### src/sv/wis_pkg.sv
package wis_pkg;

    // Fixed field widths
    localparam int SUM_W  = 24;
    localparam int PCT_W  = 7;
    localparam int WIN_W  = 16;
    localparam int TSEL_W = 2;
    localparam int STAT_W = 2;
    localparam int EIDX_W = 8;
    localparam int CIDX_W = 2;

    // Defaults for the top-level parameters
    localparam int MAX_ENTRIES_DEF = 256;
    localparam int WEIGHT_BITS_DEF = 16;
    localparam int NUM_TABLES_DEF  = 3;

    // Result status codes
    localparam logic [STAT_W-1:0] ST_OK     = 2'd0;
    localparam logic [STAT_W-1:0] ST_NODROP = 2'd1;
    localparam logic [STAT_W-1:0] ST_EMPTY  = 2'd2;
    localparam logic [STAT_W-1:0] ST_FULL   = 2'd3;

    // No-drop register indexes
    localparam int NUM_REGS = 3;
    localparam logic [CIDX_W-1:0] REG_ND_MATERIAL   = 2'd0;
    localparam logic [CIDX_W-1:0] REG_ND_CONSUMABLE = 2'd1;
    localparam logic [CIDX_W-1:0] REG_ND_WEAPON     = 2'd2;

    // Request types
    localparam logic REQ_APPEND = 1'b0;
    localparam logic REQ_DRAW   = 1'b1;

    // Controller to datapath commands
    typedef struct packed {
        logic capture;  // latch the accepted item
        logic eval;     // decide append / draw checks, start search
        logic step;     // one bisect step
        logic load;     // move staged result into output register
    } cmd_t;

    // Datapath to controller status
    typedef struct packed {
        logic need_search;
        logic search_last;
    } sts_t;

endpackage

### src/sv/wis_ctrl.sv
module wis_ctrl (
    input  logic         clk,
    input  logic         rst_n,
    input  logic         in_valid,
    output logic         in_stall,
    output logic         out_valid,
    input  logic         out_stall,
    input  wis_pkg::sts_t sts,
    output wis_pkg::cmd_t cmd
);
    import wis_pkg::*;

    localparam logic [1:0] S_IDLE = 2'd0;
    localparam logic [1:0] S_EVAL = 2'd1;
    localparam logic [1:0] S_SRCH = 2'd2;
    localparam logic [1:0] S_DONE = 2'd3;

    logic [1:0] state_reg;
    logic [1:0] state_next;
    logic       out_valid_reg;
    logic       out_valid_next;

    // Next state and commands
    always_comb
    begin
        state_next  = state_reg;
        cmd         = '0;
        case (state_reg)
            S_IDLE:
            begin
                if (in_valid)
                begin
                    cmd.capture = 1'b1;
                    state_next  = S_EVAL;
                end
            end
            S_EVAL:
            begin
                cmd.eval   = 1'b1;
                state_next = sts.need_search ? S_SRCH : S_DONE;
            end
            S_SRCH:
            begin
                cmd.step = 1'b1;
                if (sts.search_last)
                begin
                    state_next = S_DONE;
                end
            end
            S_DONE:
            begin
                // output register free or being emptied this cycle
                if (!out_valid_reg || !out_stall)
                begin
                    cmd.load   = 1'b1;
                    state_next = S_IDLE;
                end
            end
            default:
            begin
                state_next = S_IDLE;
            end
        endcase
    end

    // Output valid: set on load, cleared on transfer
    always_comb
    begin
        if (cmd.load)
        begin
            out_valid_next = 1'b1;
        end
        else
        begin
            out_valid_next = out_valid_reg && out_stall;
        end
    end

    always_ff @(posedge clk or negedge rst_n)
    begin
        if (!rst_n)
        begin
            state_reg     <= S_IDLE;
            out_valid_reg <= 1'b0;
        end
        else
        begin
            state_reg     <= state_next;
            out_valid_reg <= out_valid_next;
        end
    end

    assign in_stall  = (state_reg != S_IDLE);
    assign out_valid = out_valid_reg;

endmodule

### config.mk
export PLATFORM = sky130hd
export DESIGN_NAME = wis_ctrl
export DESIGN_NICKNAME = d
export VERILOG_FILES = /design/src/sv/wis_pkg.sv /design/src/sv/wis_ctrl.sv
export SDC_FILE = /design/constraint.sdc
export NUM_CORES = 1
export LEC_CHECK = 0
export BUFFER_PORTS_ARGS = -buffer_cell sky130_fd_sc_hd__buf_2
export CAP_MARGIN = 20
export CELL_PAD_IN_SITES_DETAIL_PLACEMENT = 0
export CELL_PAD_IN_SITES_GLOBAL_PLACEMENT = 1
export CORE_AREA = 2 2 39 41
export CTS_BUF_LIST = sky130_fd_sc_hd__clkbuf_8
export DETAILED_ROUTE_END_ITERATION = 12
export DIE_AREA = 0 0 41 43
export PLACE_DENSITY = 0.53
export RECOVER_POWER = 100
export SYNTH_ARGS = -nofsm -noshare
export SYNTH_HDL_FRONTEND = slang
export SYNTH_SLANG_ARGS = --single-unit
### constraint.sdc
create_clock -name clk -period 3.5 [get_ports clk]
set_input_delay 0.175 -clock clk [delete_from_list [all_inputs] [get_ports clk]]
set_output_delay 0.175 -clock clk [all_outputs]
set_load 0.02 [all_outputs]
== Word-level counts from Yosys, hierarchy flattened ==
Index checks and enable logic that the tools add are counted.
W data, S select, Z words.

* Register bits: 3
* Word-level logic and storage cells: 27

* Equal/unequal tests: 6
* Muxes and demuxes: 12
* Reductions and logical operators: 7

{| class="wikitable"
|+ Operators by type and width
! cell !! count
|-
| $mux W1 || 8
|-
| $pmux W2 S4 || 1
|-
| $mux W2 || 3
|-
| $ne A2 B2 Y1 const B || 3
|-
| $eq A2 B2 Y1 const B || 2
|-
| $reduce_and A3 Y1 || 1
|-
| $eq A2 B1 Y1 const B || 1
|-
| $logic_not A1 Y1 || 2
|-
| $logic_not A2 Y1 || 1
|-
| $reduce_bool A2 Y1 || 1
|-
| $logic_and A1 B1 Y1 || 1
|-
| $logic_or A1 B1 Y1 || 1
|}

== Logic depth before layout (Yosys ltp) ==
* Depth after elaboration: 5
* Depth in mapped cells: 5

== Least setup slack after synthesis ==
OpenSTA, ideal clock, no wires.

* Path type: register -> register
* Start point: register state_reg[0]
* End point: register state_reg[0]
* Setup time: 0.128 ns
* Arrival: 1.399 ns
* Required time: 3.372 ns
* Slack: 1.974 ns
* Cell stages (with the launch flop): 6
* Buffers on the path: 0
* Clock period less this slack: 1.526 ns
* Cells stage by stage: dfrtp_1 inv_1 ha_1 inv_1 o221ai_2 mux2_1

* Word-level cells in the longest chain between the ends: 3
* Elaborated cells on any way between the ends: 9
* Those cells by class: eq/ne (6); mux (1); reduce/logical (2)

{| class="wikitable"
|+ RTL lines
! what !! RTL line !! source
|-
| start, declared || wis_ctrl.sv:18 || <nowiki>logic [1:0] state_reg;</nowiki>
|-
| start signal, assigned || wis_ctrl.sv:88 || <nowiki>state_reg <= state_next;</nowiki>
|-
| $eq A2 B2 Y1 / $logic_not A2 Y1 (equally long branches) || wis_ctrl.sv:28 || <nowiki>case (state_reg)</nowiki>
|-
| $ne A2 B2 Y1 (no source line) || n/a ||
|-
| $reduce_and A3 Y1 (no source line) || n/a ||
|}

Several ways; a longest one is shown, not always the timed one.
A chain may end at the register's enable or synchronous reset.

== Worst setup path after layout ==
Ends and elaborated chain as after synthesis.

==> out/qor.csv <==
metric,value,unit
status,"finished, final reports clean",
cellPowerDensity,994,nW/um^2
groute.usage.overall,7.25,%
syn_to_final_growth,48.2,%
layout.nets,50,
synth_xor_area_share,0,%
first_global_vias,194,
max_clock_freq,0.668,GHz
synth_seq_cells,3,
ys_types,12,
netlist_area,239,um^2
maxSlewViolCount,0,
min_path_cells,2,
grt-ovfl-total,0,
rsz0062_at_grt,no,
skew,0.00126,ns
postRouteAntennaNets,0,
irDropWorstVdd,0.344,mV
path_clk_slew,0.03,ns
setup_viol,0,
grt_pass1_wl,786,um
worst-path-max-fanout,6,
report.power.total,352,uW
fillers,151,
fin_cells,54,
min_period_over_period,42.8,%
synth_cells,22,
cts_resized,0,
chipWidth,41,um
p_leak,0.174,nW
cts_buffer_depth,2,
synth.avg_cell_area,10.9,um^2
layout.cells.most_common,clkbuf_1,
slew-limit-headroom,83.3,%
postCtsHoldBufs,1,
worstRegToRegCells,5,
vias_per_cell,3.83,
cp-start-kind,flop,
synth_compound_area_share,16.8,%
coreArea,1380,um^2
required,3.59,ns
final_cell_mix,"clkbuf_1 (7), inv_1 (5), ha_1 (5)",
cts_setup_buffers,0,
muxShareOfSynthArea,9.42,%
chipHeight,43,um
largest_reg_flops,2,
gp_congestion,0.650,
n_antenna_cell,0,
worstSetupPathType,flop to flop,
cts_root_buf,clkbuf_8,
start_util,17.3,%
num_io_pins,12,
synth_seq_area_share,31.4,%
cts_buffers,3,
holdCritPathClass,input pin to flop,
numClockSinks,3,
cap_viol_max_count,0,
routedWlPerCell,9.39,um
layout_min_cycle_time,1.50,ns
dieArea,1760,um^2
dp_cells,49,
antenna_found_initial,0,
worstPathArrival,1.59,ns
r2r-start,state_reg[0],
synth_warnings,0,
io_buffers,11,
first_iter_violations,0,
clk_latency,0.21,ns
tightest_slew,0.250,ns
layout-drive-gt1-share,26.3,%
synth_top_family_by_area,adder cells,
end_kind,flop,
worst_hold_slack,0.203,ns
tritoncts,done,
synth_fp_nets,33,
h-tree-depth,1,
vias,207,
drc,0,
std_cell_rows,14,
critical_path.startpoint,state_reg[0],
grt_max_degree,7,
detail_route.first_pass.iterations,1,
setup_tns,0,ns
synthAdderAreaFrac,26.2,%
yosys.area_share.simple,8.38,%
hold_viol,0,
routed_wl,507,um
min_from,out_stall,
final timing paths:
| path | end | slack (ns) |
|---|---|---|
| min in group asynchronous | out_valid | 0.30 |
| setup reg to reg | state_reg[0] | 2.00 |
| hold / removal | out_valid | 0.20 |
| hold reg to reg | out_valid | 0.55 |
| setup / recovery | state_reg[0] | 2.00 |
| max in group asynchronous | state_reg[0] | 3.05 |
metrics by stage:
stage / setup slack [ns] / utilization, % / area (um^2)
floorplan: 1.97 / - / 239
global placement: 2.07 / 22.7 / 314
detailed placement: 2.03 / 22.7 / 314
CTS: 2.03 / 26.7 / 369
global route: 1.87 / 25.6 / 354
finish: 2.00 / 25.6 / 354
critical path: stages, from the launching register on:
cell	delay, ns
dfrtp_1	0.42
inv_1	0.13
ha_1	0.18
inv_1	0.04
o221ai_1	0.24
mux2_1	0.36
report_power, final:
group          total [mW]  internal, mW  switching, mW
logic               0.179        0.0697          0.109
registers          0.0755        0.0542         0.0213
clock network      0.0975        0.0747         0.0228
layer usage:
layer  global-route usage [%]  part of all wire (%)  vias to the layer above
met1                     8.12                    44                       85
met3                     3.14                    15                        2
li1                         -                     -                      105
met2                     9.06                    38                       15
met4                     8.00                   2.8                        0
met5                        0                     0                        -
cell type report:
class,count,area (um^2),share of cell area [%]
Sequential cell,3,75.1,21.2
Inverter,5,18.8,5.30
Clock inverter,1,3.75,1.06
Multi-Input combinational cell,14,139,39.2
Timing Repair Buffer,12,56.3,15.9
Clock buffer,3,41.3,11.7
Tap cell,16,20.0,5.65
Yosys cell counts, drive strengths merged:
cell type	number	area share, %
o221ai	2	9.9
nand3	1	4.2
a21boi	1	3.1
dfrtp	3	31
ha	5	26
a21o	1	3.7
mux2	2	9.4
and2	1	2.6
nand2	1	1.6
inv	5	7.9
kinds of logic (layout without fill, tap and decap cells):
kind of cell | Yosys count | after routing
AOI/OAI and AO/OA | 4 | 4
adders and majority gates | 5 | 5
buffers and inverters | 5 | 21
DFF | 3 | 3
muxes | 2 | 2
and+or+nand+nor | 3 | 3
(Power assumes the default switching activity.)
